--- src/rtl/throttle_to_servo_or_dshot_assert.svh ---
// ----------------------------------------------------------------------------
// Assertion macros for the throttle to servo / DShot encoder
// Shared concurrent assertion forms; the module in use must have clk and
// arst_n in scope.
// ----------------------------------------------------------------------------
`ifndef THROTTLE_TO_SERVO_OR_DSHOT_ASSERT_SVH
`define THROTTLE_TO_SERVO_OR_DSHOT_ASSERT_SVH

// Same-cycle implication, checked outside reset
`define TSD_ASSERT_NOW(lbl, ante, cons, msg) \
	lbl: assert property (@(posedge clk) disable iff (!arst_n) (ante) |-> (cons)) \
		else $error(msg);

// Next-cycle implication, checked outside reset
`define TSD_ASSERT_NEXT(lbl, ante, cons, msg) \
	lbl: assert property (@(posedge clk) disable iff (!arst_n) (ante) |=> (cons)) \
		else $error(msg);

`endif

--- src/rtl/tsd_pkg.sv ---
// ----------------------------------------------------------------------------
// tsd_pkg
// Shared types and constants of the throttle to servo / DShot encoder.
// ----------------------------------------------------------------------------
`default_nettype none

package tsd_pkg;

	// Frame and datapath sizes
	localparam int FRAME_WORDS = 17;
	localparam int LAST_IDX    = FRAME_WORDS - 1;
	localparam int IDX_W       = $clog2(FRAME_WORDS);
	localparam int LEVEL_W     = 10;
	localparam int WORD_W      = 16;
	localparam int TICK_W      = 16;
	localparam int CFG_IDX_W   = 2;

	// Queue between front and back
	localparam int FIFO_DEPTH  = 4;
	localparam int FIFO_AW     = $clog2(FIFO_DEPTH);
	localparam int FIFO_CW     = $clog2(FIFO_DEPTH + 1);

	// Mapping constants
	localparam int LEVEL_MAX   = 1023;
	localparam int SERVO_LOW   = 1000;
	localparam int SERVO_SPAN  = 1000;
	localparam int THR_LOW     = 47;
	localparam int THR_W       = 11;

	// Register reset values
	localparam logic [TICK_W-1:0] ZERO_TICKS_RST = 16'd7;
	localparam logic [TICK_W-1:0] ONE_TICKS_RST  = 16'd15;

	// Configuration register indexes
	typedef enum logic [CFG_IDX_W-1:0] {
		REG_OUTPUT_MODE = 2'd0,
		REG_REQ_TELEM   = 2'd1,
		REG_ZERO_TICKS  = 2'd2,
		REG_ONE_TICKS   = 2'd3
	} cfg_reg_t;

	// Back end sequencer states
	typedef enum logic {
		BK_IDLE  = 1'b0,
		BK_FRAME = 1'b1
	} bk_state_t;

	// One classified item: servo pulse width or complete DShot frame
	typedef struct packed {
		logic              dshot;
		logic [WORD_W-1:0] word;
	} fifo_entry_t;

	typedef struct packed {
		logic        valid;
		fifo_entry_t entry;
	} fifo_push_t;

endpackage

`default_nettype wire

--- src/rtl/tsd_front.sv ---
// ----------------------------------------------------------------------------
// tsd_front
// Accepts samples, smooths the level and maps it to a servo pulse width or a
// DShot frame over a short pipeline, then pushes the result into the queue.
// ----------------------------------------------------------------------------
`default_nettype none

module tsd_front (
	input  wire logic                            clk,
	input  wire logic                            arst_n,
	input  wire logic                            sample_valid,
	output logic                                 sample_stall,
	input  wire logic [tsd_pkg::LEVEL_W-1:0]     sample,
	input  wire logic                            output_mode,
	input  wire logic                            request_telemetry,
	input  wire logic [tsd_pkg::FIFO_CW-1:0]     fifo_count,
	output tsd_pkg::fifo_push_t                  push
);

	localparam int INFL_W = tsd_pkg::FIFO_CW + 1;
	localparam int PM_W   = 20;
	localparam int P_W    = PM_W + 1;
	localparam int SUM_W  = P_W + 1;

	logic                          sample_take;
	logic [tsd_pkg::LEVEL_W+1:0]   level_sum;
	logic [tsd_pkg::LEVEL_W-1:0]   level_q;
	logic [INFL_W-1:0]             inflight;

	logic                          valid_s1;
	logic [tsd_pkg::LEVEL_W-1:0]   level_s1;
	logic                          dshot_s1;
	logic                          telem_s1;

	logic [PM_W-1:0]               p1000;
	logic [P_W-1:0]                prod;
	logic [SUM_W-1:0]              prod_sum;

	logic                          valid_s2;
	logic [P_W-1:0]                prod_s2;
	logic [tsd_pkg::THR_W-1:0]     qa_s2;
	logic                          dshot_s2;
	logic                          telem_s2;

	logic [SUM_W-1:0]              rem;
	logic [tsd_pkg::THR_W-1:0]     quot;
	logic [tsd_pkg::THR_W-1:0]     throttle;
	logic [11:0]                   payload;
	logic [3:0]                    check;
	logic [tsd_pkg::WORD_W-1:0]    servo_word;

	// Hold off new samples while pipeline plus queue could fill the queue
	always_comb begin
		inflight     = INFL_W'(fifo_count) + INFL_W'(valid_s1) + INFL_W'(valid_s2);
		sample_stall = (inflight >= INFL_W'(tsd_pkg::FIFO_DEPTH));
	end

	assign sample_take = sample_valid && !sample_stall;

	// Smooth: level = (3*level + sample) >> 2
	assign level_sum = {2'b00, level_q} + {1'b0, level_q, 1'b0} + {2'b00, sample};

	// Scale by span (1000 servo, 2000 DShot), first quotient estimate for /1023
	always_comb begin
		p1000    = PM_W'(level_s1) * PM_W'(tsd_pkg::SERVO_SPAN);
		prod     = dshot_s1 ? {p1000, 1'b0} : {1'b0, p1000};
		prod_sum = SUM_W'(prod) + SUM_W'(prod >> 10);
	end

	// Correct the estimate by one, then build servo word or DShot frame
	always_comb begin
		rem        = SUM_W'(prod_s2) - (SUM_W'(qa_s2) << 10) + SUM_W'(qa_s2);
		quot       = qa_s2 + tsd_pkg::THR_W'(rem >= SUM_W'(tsd_pkg::LEVEL_MAX));
		throttle   = quot + tsd_pkg::THR_W'(tsd_pkg::THR_LOW);
		payload    = {throttle, telem_s2};
		check      = payload[3:0] ^ payload[7:4] ^ payload[11:8];
		servo_word = tsd_pkg::WORD_W'(quot) + tsd_pkg::WORD_W'(tsd_pkg::SERVO_LOW);
		push.valid       = valid_s2;
		push.entry.dshot = dshot_s2;
		push.entry.word  = dshot_s2 ? {payload, check} : servo_word;
	end

	// Advance control and smoothed level
	always_ff @(posedge clk or negedge arst_n) begin
		if (!arst_n) begin
			level_q  <= '0;
			valid_s1 <= 1'b0;
			valid_s2 <= 1'b0;
		end else begin
			valid_s1 <= sample_take;
			valid_s2 <= valid_s1;
			if (sample_take) begin
				level_q <= level_sum[tsd_pkg::LEVEL_W+1:2];
			end
		end
	end

	// Advance payload stages
	always_ff @(posedge clk) begin
		if (sample_take) begin
			level_s1 <= level_sum[tsd_pkg::LEVEL_W+1:2];
			dshot_s1 <= output_mode;
			telem_s1 <= request_telemetry;
		end
		if (valid_s1) begin
			prod_s2  <= prod;
			qa_s2    <= prod_sum[10 +: tsd_pkg::THR_W];
			dshot_s2 <= dshot_s1;
			telem_s2 <= telem_s1;
		end
	end

endmodule

`default_nettype wire

--- src/rtl/tsd_fifo.sv ---
// ----------------------------------------------------------------------------
// tsd_fifo
// Short queue of classified items between the front and the back.
// ----------------------------------------------------------------------------
`default_nettype none

`include "throttle_to_servo_or_dshot_assert.svh"

module tsd_fifo (
	input  wire logic                         clk,
	input  wire logic                         arst_n,
	input  wire tsd_pkg::fifo_push_t          push,
	input  wire logic                         pop,
	output tsd_pkg::fifo_entry_t              head,
	output logic                              fifo_empty,
	output logic [tsd_pkg::FIFO_CW-1:0]       fifo_count
);

	tsd_pkg::fifo_entry_t              entries_q [tsd_pkg::FIFO_DEPTH];
	logic [tsd_pkg::FIFO_AW-1:0]       wr_ptr_q;
	logic [tsd_pkg::FIFO_AW-1:0]       rd_ptr_q;
	logic [tsd_pkg::FIFO_CW-1:0]       count_q;

	assign head       = entries_q[rd_ptr_q];
	assign fifo_empty = (count_q == '0);
	assign fifo_count = count_q;

	// Advance pointers and occupancy
	always_ff @(posedge clk or negedge arst_n) begin
		if (!arst_n) begin
			wr_ptr_q <= '0;
			rd_ptr_q <= '0;
			count_q  <= '0;
		end else begin
			if (push.valid) begin
				wr_ptr_q <= wr_ptr_q + 1'b1;
			end
			if (pop) begin
				rd_ptr_q <= rd_ptr_q + 1'b1;
			end
			count_q <= count_q + tsd_pkg::FIFO_CW'(push.valid) - tsd_pkg::FIFO_CW'(pop);
		end
	end

	// Store pushed item
	always_ff @(posedge clk) begin
		if (push.valid) begin
			entries_q[wr_ptr_q] <= push.entry;
		end
	end

	`TSD_ASSERT_NOW(a_no_overflow, push.valid && !pop, count_q < tsd_pkg::FIFO_CW'(tsd_pkg::FIFO_DEPTH), "push into full queue")
	`TSD_ASSERT_NOW(a_no_underflow, pop, count_q != '0, "pop from empty queue")
	`TSD_ASSERT_NEXT(a_count_track, 1'b1, count_q == $past(count_q) + tsd_pkg::FIFO_CW'($past(push.valid)) - tsd_pkg::FIFO_CW'($past(pop)), "queue count out of step")

endmodule

`default_nettype wire

--- src/rtl/tsd_back.sv ---
// ----------------------------------------------------------------------------
// tsd_back
// Takes classified items from the queue and emits compare words: one servo
// pulse width, or sixteen DShot bit words MSB first and a closing zero.
// ----------------------------------------------------------------------------
`default_nettype none

`include "throttle_to_servo_or_dshot_assert.svh"

module tsd_back (
	input  wire logic                          clk,
	input  wire logic                          arst_n,
	input  wire tsd_pkg::fifo_entry_t          head,
	input  wire logic                          fifo_empty,
	output logic                               pop,
	input  wire logic [tsd_pkg::TICK_W-1:0]    zero_bit_ticks,
	input  wire logic [tsd_pkg::TICK_W-1:0]    one_bit_ticks,
	output logic                               result_valid,
	input  wire logic                          result_stall,
	output logic [tsd_pkg::WORD_W-1:0]         compare_value,
	output logic                               is_last
);

	tsd_pkg::bk_state_t              state_q;
	tsd_pkg::bk_state_t              state_d;
	logic [tsd_pkg::WORD_W-1:0]      frame_q;
	logic [tsd_pkg::WORD_W-1:0]      frame_d;
	logic [tsd_pkg::IDX_W-1:0]       idx_q;
	logic [tsd_pkg::IDX_W-1:0]       idx_d;
	logic                            out_valid_q;
	logic [tsd_pkg::WORD_W-1:0]      compare_value_q;
	logic                            is_last_q;
	logic                            adv;
	logic                            load;
	logic [tsd_pkg::WORD_W-1:0]      load_word;
	logic                            load_last;
	logic                            frame_end;

	// Output register may take a new word when empty or drained
	assign adv       = !out_valid_q || !result_stall;
	assign frame_end = (idx_q == tsd_pkg::IDX_W'(tsd_pkg::LAST_IDX));

	// Next state
	always_comb begin
		state_d = state_q;
		unique case (state_q)
			tsd_pkg::BK_IDLE: begin
				if (adv && !fifo_empty && head.dshot) begin
					state_d = tsd_pkg::BK_FRAME;
				end
			end
			tsd_pkg::BK_FRAME: begin
				if (adv && frame_end) begin
					state_d = tsd_pkg::BK_IDLE;
				end
			end
			default: state_d = tsd_pkg::BK_IDLE;
		endcase
	end

	// Pop, word selection and frame shift
	always_comb begin
		pop       = 1'b0;
		load      = 1'b0;
		load_word = '0;
		load_last = 1'b0;
		frame_d   = frame_q;
		idx_d     = idx_q;
		unique case (state_q)
			tsd_pkg::BK_IDLE: begin
				if (adv && !fifo_empty) begin
					pop  = 1'b1;
					load = 1'b1;
					if (head.dshot) begin
						load_word = head.word[tsd_pkg::WORD_W-1] ? one_bit_ticks : zero_bit_ticks;
						frame_d   = {head.word[tsd_pkg::WORD_W-2:0], 1'b0};
						idx_d     = tsd_pkg::IDX_W'(1);
					end else begin
						load_word = head.word;
						load_last = 1'b1;
					end
				end
			end
			tsd_pkg::BK_FRAME: begin
				if (adv) begin
					load = 1'b1;
					if (frame_end) begin
						load_word = '0;
						load_last = 1'b1;
					end else begin
						load_word = frame_q[tsd_pkg::WORD_W-1] ? one_bit_ticks : zero_bit_ticks;
						frame_d   = {frame_q[tsd_pkg::WORD_W-2:0], 1'b0};
						idx_d     = idx_q + 1'b1;
					end
				end
			end
			default: begin
				load = 1'b0;
			end
		endcase
	end

	// Advance sequencer and output valid
	always_ff @(posedge clk or negedge arst_n) begin
		if (!arst_n) begin
			state_q     <= tsd_pkg::BK_IDLE;
			idx_q       <= '0;
			out_valid_q <= 1'b0;
		end else begin
			state_q <= state_d;
			idx_q   <= idx_d;
			if (adv) begin
				out_valid_q <= load;
			end
		end
	end

	// Hold frame and output word
	always_ff @(posedge clk) begin
		frame_q <= frame_d;
		if (load) begin
			compare_value_q <= load_word;
			is_last_q       <= load_last;
		end
	end

	assign result_valid  = out_valid_q;
	assign compare_value = compare_value_q;
	assign is_last       = is_last_q;

	`TSD_ASSERT_NOW(a_pop_idle, pop, state_q == tsd_pkg::BK_IDLE && !fifo_empty, "pop outside idle or from empty queue")
	`TSD_ASSERT_NOW(a_idx_range, state_q == tsd_pkg::BK_FRAME, idx_q != '0 && idx_q <= tsd_pkg::IDX_W'(tsd_pkg::LAST_IDX), "frame index out of range")
	`TSD_ASSERT_NOW(a_last_idle, out_valid_q && is_last_q, state_q == tsd_pkg::BK_IDLE, "last word shown while frame still running")

endmodule

`default_nettype wire

--- src/rtl/throttle_to_servo_or_dshot.sv ---
// ----------------------------------------------------------------------------
// throttle_to_servo_or_dshot
// Turns throttle potentiometer samples into a servo pulse width or a DShot
// frame of compare words.
//
//   Channel   Signals                                  Dir
//   sample    sample_valid, sample_stall, sample[9:0]  in
//   result    result_valid, result_stall,              out
//             compare_value[15:0], is_last
//   config    cfg_wr_en, cfg_index[1:0], cfg_data[15:0] in
//
// Servo mode: one word per sample; a sample may enter every cycle while
// sample_stall is low. DShot mode: 17 words per sample at one word per cycle
// while result_stall is low, paced by the back end serializer.
// Reset clears the smoothed level and the queue, and loads register defaults.
// result_stall holds the output word; sample_stall rises once four items sit
// in the front pipeline and the queue.
// ----------------------------------------------------------------------------
`default_nettype none

module throttle_to_servo_or_dshot (
	input  wire logic                              clk,
	input  wire logic                              arst_n,
	input  wire logic                              sample_valid,
	output logic                                   sample_stall,
	input  wire logic [tsd_pkg::LEVEL_W-1:0]       sample,
	output logic                                   result_valid,
	input  wire logic                              result_stall,
	output logic [tsd_pkg::WORD_W-1:0]             compare_value,
	output logic                                   is_last,
	input  wire logic                              cfg_wr_en,
	input  wire logic [tsd_pkg::CFG_IDX_W-1:0]     cfg_index,
	input  wire logic [tsd_pkg::TICK_W-1:0]        cfg_data
);

	logic                             output_mode_q;
	logic                             request_telemetry_q;
	logic [tsd_pkg::TICK_W-1:0]       zero_bit_ticks_q;
	logic [tsd_pkg::TICK_W-1:0]       one_bit_ticks_q;
	tsd_pkg::cfg_reg_t                cfg_sel;

	tsd_pkg::fifo_push_t              push;
	tsd_pkg::fifo_entry_t             head;
	logic                             fifo_empty;
	logic [tsd_pkg::FIFO_CW-1:0]      fifo_count;
	logic                             pop;

	assign cfg_sel = tsd_pkg::cfg_reg_t'(cfg_index);

	// Write configuration registers
	always_ff @(posedge clk or negedge arst_n) begin
		if (!arst_n) begin
			output_mode_q       <= 1'b0;
			request_telemetry_q <= 1'b0;
			zero_bit_ticks_q    <= tsd_pkg::ZERO_TICKS_RST;
			one_bit_ticks_q     <= tsd_pkg::ONE_TICKS_RST;
		end else if (cfg_wr_en) begin
			unique case (cfg_sel)
				tsd_pkg::REG_OUTPUT_MODE: output_mode_q       <= cfg_data[0];
				tsd_pkg::REG_REQ_TELEM:   request_telemetry_q <= cfg_data[0];
				tsd_pkg::REG_ZERO_TICKS:  zero_bit_ticks_q    <= cfg_data;
				tsd_pkg::REG_ONE_TICKS:   one_bit_ticks_q     <= cfg_data;
				default:                  output_mode_q       <= output_mode_q;
			endcase
		end
	end

	tsd_front u_front (
		.clk               (clk),
		.arst_n            (arst_n),
		.sample_valid      (sample_valid),
		.sample_stall      (sample_stall),
		.sample            (sample),
		.output_mode       (output_mode_q),
		.request_telemetry (request_telemetry_q),
		.fifo_count        (fifo_count),
		.push              (push)
	);

	tsd_fifo u_fifo (
		.clk        (clk),
		.arst_n     (arst_n),
		.push       (push),
		.pop        (pop),
		.head       (head),
		.fifo_empty (fifo_empty),
		.fifo_count (fifo_count)
	);

	tsd_back u_back (
		.clk            (clk),
		.arst_n         (arst_n),
		.head           (head),
		.fifo_empty     (fifo_empty),
		.pop            (pop),
		.zero_bit_ticks (zero_bit_ticks_q),
		.one_bit_ticks  (one_bit_ticks_q),
		.result_valid   (result_valid),
		.result_stall   (result_stall),
		.compare_value  (compare_value),
		.is_last        (is_last)
	);

endmodule

`default_nettype wire

--- config.mk ---
export PLATFORM = sky130hd
export DESIGN_NAME = throttle_to_servo_or_dshot
export DESIGN_NICKNAME = d
export VERILOG_FILES = /design/src/rtl/tsd_pkg.sv /design/src/rtl/tsd_front.sv /design/src/rtl/tsd_fifo.sv /design/src/rtl/tsd_back.sv /design/src/rtl/throttle_to_servo_or_dshot.sv
export VERILOG_INCLUDE_DIRS = /design/src /design/src/rtl
export SDC_FILE = /design/constraint.sdc
export NUM_CORES = 1
export LEC_CHECK = 0
export BUFFER_PORTS_ARGS = -buffer_cell sky130_fd_sc_hd__buf_2
export CORE_UTILIZATION = 39
export DETAILED_ROUTE_END_ITERATION = 16
export SKIP_LAST_GASP = 1
export SYNTH_ARGS = -nofsm -noshare
export SYNTH_HDL_FRONTEND = slang
export SYNTH_SLANG_ARGS = --single-unit
--- constraint.sdc ---
create_clock -name clk -period 8.4 [get_ports clk]
set_input_delay 0.42 -clock clk [delete_from_list [all_inputs] [get_ports clk]]
set_output_delay 0.42 -clock clk [all_outputs]
set_load 0.02 [all_outputs]
==> metrics.md <==
| Metric | Value |
|---|---|
| Run status | completed |
| Worst slew slack as a fraction of its limit | 24.5% |
| Antenna Cells | 0 |
| Post-cts resize count | 0 |
| Class of the worst hold path | input pin to async pin |
| Hold Violations, Final | 0 |
| Initial DRT Pass Iterations | 7 |
| Proportion of netlist area held by the largest area contributor | 32.6% |
| WL/cell | 16.1 µm |
| Total of flip-flops plus latches after synthesis | 203 |
| Slew of the pin with the lowest slew margin | 1130 ps |
| Dominant cells by area after synthesis | sky130_fd_sc_hd__edfxtp_1 (33%), sky130_fd_sc_hd__ha_1 (10%), sky130_fd_sc_hd__dfrtp_1 (10%) |
| Post-synth EDFFs | 143 |
| Number of library cell types mapped by synthesis | 84 |
| Part of the Yosys area used for sequential elements | approximately 44% |
| Min cycle time layout | 6610 ps |
| Final std cell area, no fill | roughly 0.015 mm² |
| Number of CTS-inserted buffers | 22 |
| Critical path peak fanout | 6 |
| Wire length of the first global-routing pass | roughly 43 mm |
| Final WL | about 26 mm |
| Leading area contributor after synthesis | sky130_fd_sc_hd__edfxtp_1 |
| Filler Cell Count | between 3k and 4k |
| Met3 Track Usage GR | just under 2% |
| Share of layout cells above drive strength 1 | 15.7% |
| Most frequent standard cell in the layout excluding fill and tap cells | sky130_fd_sc_hd__edfxtp_1 |
| Post CTS Setup Buffer Count | 0 |
| Maximum number of pins on one net before global-route repair | 61 |
| Total global routing track utilization | between 15 and 20% |
| Number of nets with antenna violations after routing | 0 |
| Placed Area | 0.0139 mm² |
| Fraction of registers with async set or reset after synthesis | 29.6% |
| Post-Syn Area | 0.0132 mm² |
| Die Outline Area | 0.0345 mm² |
| Cell count of the worst reg-to-reg path | 23 |
| Post-route DRC | 0 |
| Final Worst Setup Slack | 1790 ps |
| Worst setup path start | u_front.level_s1[2] |
| Layout Area Growth over Synthesis | 11.3% |
| Class of the most critical setup path | flip-flop to flip-flop |
| Core outline area | 0.0329 mm² |
| Number of global-route vias before repair | 8364 |
| Hold-fix buffers, CTS | 0 |
| Number of port buffers | 51 |
| Post-place setup slack | 1780 ps |
| Final Max Tran Viols | 0 |
| Max Freq | 151 MHz |
| Endpoint kind of the worst setup timing path | flip-flop |
| Clk Latency, worst-skew pair | 510 ps |
| Final nets | 1349 |
| Beginning of the worst register-to-register path | u_front.level_s1[2] |
| Clk Tree Root Cell | sky130_fd_sc_hd__clkbuf_16 |
| Maximum buffer depth of the clock tree | 3 |
| Final worst path period share | 78.7% |
| RePlAce Congestion | 0.820 |
| Setup skew after layout | 9.27 ps |
| Total half-perimeter wirelength after legalization and detailed placement | 19.3 mm |
| Commonest cells after routing, fill and taps aside | sky130_fd_sc_hd__edfxtp_1 (143), sky130_fd_sc_hd__inv_1 (112), sky130_fd_sc_hd__ha_1 (108), sky130_fd_sc_hd__nand2_1 (78), sky130_fd_sc_hd__dfrtp_1 (53) |
| Number of cells produced by synthesis | 1114 |
| Vertical die dimension | 186 µm |
| Clock Pin Slew Worst Setup and Hold Paths | 60 ps |
| Startpoint kind of the worst setup timing path | flip-flop |
| Vias | around 8.4k |
| Mean Syn Cell Area | 11.8 µm² |
| DR iter-0 viols | slightly above 500 |
| Antenna violations before repair | 0 |
| Final setup viols | 0 |
| Effective utilization at floorplan | between 40% and 50% |
| Global-route track usage on met2 | 26.5% |
| Row cnt | 66 |
| CTS tree | done |
| Die span in x | approximately 190 µm |
| Unrepaired setup endpoints after global routing | false |
| Vias per cell | ~5.2 |
| Maximum capacitance violations | 0 |
| Required time of the critical path | 8650 ps |
| Worst reg-to-reg setup slack | ~1800 ps |
| Global routing met1 resource utilization | 21.2% |
| Layer with the highest usage | met2 |
| Htree depth | 1 |
| Arrival time reported for the critical path endpoint | 6860 ps |
| Critical register-to-register path endpoint | u_front.qa_s2[10] |
| Top-level I/O count | 52 |
| Setup TNS | 0 ps |
| Clock tree sinks | 203 |
| Count of synthesis-stage warnings from yosys | 0 |
| Grt ovf | 0 |
| Syn Nets | roughly 1.3k |
| Flip-flop cell with the highest count after synthesis | sky130_fd_sc_hd__edfxtp_1 |
[cells in the mapped netlist, types with 5 or more instances]
library cell,count
sky130_fd_sc_hd__edfxtp_1,143
sky130_fd_sc_hd__inv_1,112
sky130_fd_sc_hd__ha_1,108
sky130_fd_sc_hd__nand2_1,78
sky130_fd_sc_hd__dfrtp_1,53
sky130_fd_sc_hd__a21oi_1,48
sky130_fd_sc_hd__mux2_2,43
sky130_fd_sc_hd__xnor2_1,43
sky130_fd_sc_hd__fa_1,42
sky130_fd_sc_hd__nor2_1,42
sky130_fd_sc_hd__mux2i_1,37
sky130_fd_sc_hd__o21ai_0,37
sky130_fd_sc_hd__a21o_1,32
sky130_fd_sc_hd__xor2_1,29
sky130_fd_sc_hd__clkbuf_1,22
sky130_fd_sc_hd__nand3_1,19
sky130_fd_sc_hd__nor2b_1,19
sky130_fd_sc_hd__mux4_2,17
sky130_fd_sc_hd__o221ai_1,16
sky130_fd_sc_hd__nor3_1,13
sky130_fd_sc_hd__and2_1,11
sky130_fd_sc_hd__nand4_1,11
sky130_fd_sc_hd__o21a_1,8
sky130_fd_sc_hd__a31oi_1,7
sky130_fd_sc_hd__dfstp_2,7
sky130_fd_sc_hd__nand3b_1,6
sky130_fd_sc_hd__or3_1,6
sky130_fd_sc_hd__a211oi_1,5
sky130_fd_sc_hd__o211ai_1,5
sky130_fd_sc_hd__o31ai_1,5
[cells by family after synthesis]
group	share of synthesized area, %
fa+ha+maj	16.6
compound gates	11.0
flops	44.0
buf+inv	4.22
xor+xnor	5.20
mux	9.60
simple gates	9.29
[metal layers]
| metal | wire, µm | part of all wire [%] |
|---|---|---|
| met5 | 0 | 0 |
| met4 | 361 | 1.4 |
| met3 | 852 | 3.3 |
| met2 | 12700 | 49 |
| met1 | 12200 | 47 |
[layout make-up]
class | instances | area (µm²) | area share (%)
flip-flops and latches | 203 | 5800 | 39.6
inverters | 113 | 424 | 2.89
well taps | 442 | 553 | 3.77
repair buffers | 57 | 300 | 2.05
clock buffers | 29 | 617 | 4.21
clock inverters | 11 | 141 | 0.964
multi-input cells | 769 | 6820 | 46.5
[sequential cells by signal, summed over array words and instances, names as in the netlist, 5 cells and up]
signal	count
u_back.idx_q	5
u_back.frame_q	15
u_front.qa_s2	11
u_front.level_s1	10
u_back.compare_value	16
u_front.level_q	10
u_front.prod_s2	18
one_bit_ticks_q	16
zero_bit_ticks_q	16
u_fifo.entries_q	68
[metrics by stage]
step / instances / hold WS [ps] / util (%)
detailed placement: 1584 / 443 / 42.3
CTS: 1624 / 88.0 / 44.6
global route: 1624 / 122 / 44.6
floorplan: 1114 / 124 / -
global placement: 1584 / 444 / 42.3
finish: 1624 / 63.4 / 44.6
[worst max-delay path, stage by stage (launching register included)]
cell,delay [ps]
sky130_fd_sc_hd__edfxtp_1,530
sky130_fd_sc_hd__fa_1,550
sky130_fd_sc_hd__inv_1,50
sky130_fd_sc_hd__fa_1,490
sky130_fd_sc_hd__inv_1,50
sky130_fd_sc_hd__fa_1,490
sky130_fd_sc_hd__inv_1,50
sky130_fd_sc_hd__fa_1,490
sky130_fd_sc_hd__inv_1,40
sky130_fd_sc_hd__ha_1,360
sky130_fd_sc_hd__a21o_1,230
sky130_fd_sc_hd__o41ai_2,500
sky130_fd_sc_hd__a21oi_1,150
sky130_fd_sc_hd__xor2_1,190
sky130_fd_sc_hd__mux2i_2,340
sky130_fd_sc_hd__inv_1,110
sky130_fd_sc_hd__ha_1,340
sky130_fd_sc_hd__o2111ai_1,210
sky130_fd_sc_hd__o21ai_0,220
sky130_fd_sc_hd__a21o_1,190
sky130_fd_sc_hd__o211a_4,210
sky130_fd_sc_hd__nand4_4,150
sky130_fd_sc_hd__a2111oi_4,310
sky130_fd_sc_hd__xor2_1,100
[worst max-delay path by stage]
stage / to / slack [ps] / cells past startpoint
6_report: u_front.qa_s2[10] / 1790 / 23
5_1_grt: u_front.qa_s2[10] / 1380 / 24
4_1_cts: u_front.qa_s2[10] / 1760 / 23
3_5_place_dp: u_front.qa_s2[10] / 1780 / 23
3_3_place_gp: u_front.qa_s2[10] / 1870 / 22
2_1_floorplan: u_front.qa_s2[4] / 2250 / 23
Power is not shown: default switching activity piles up to over one toggle a cycle in this logic, so the estimate is an artifact.
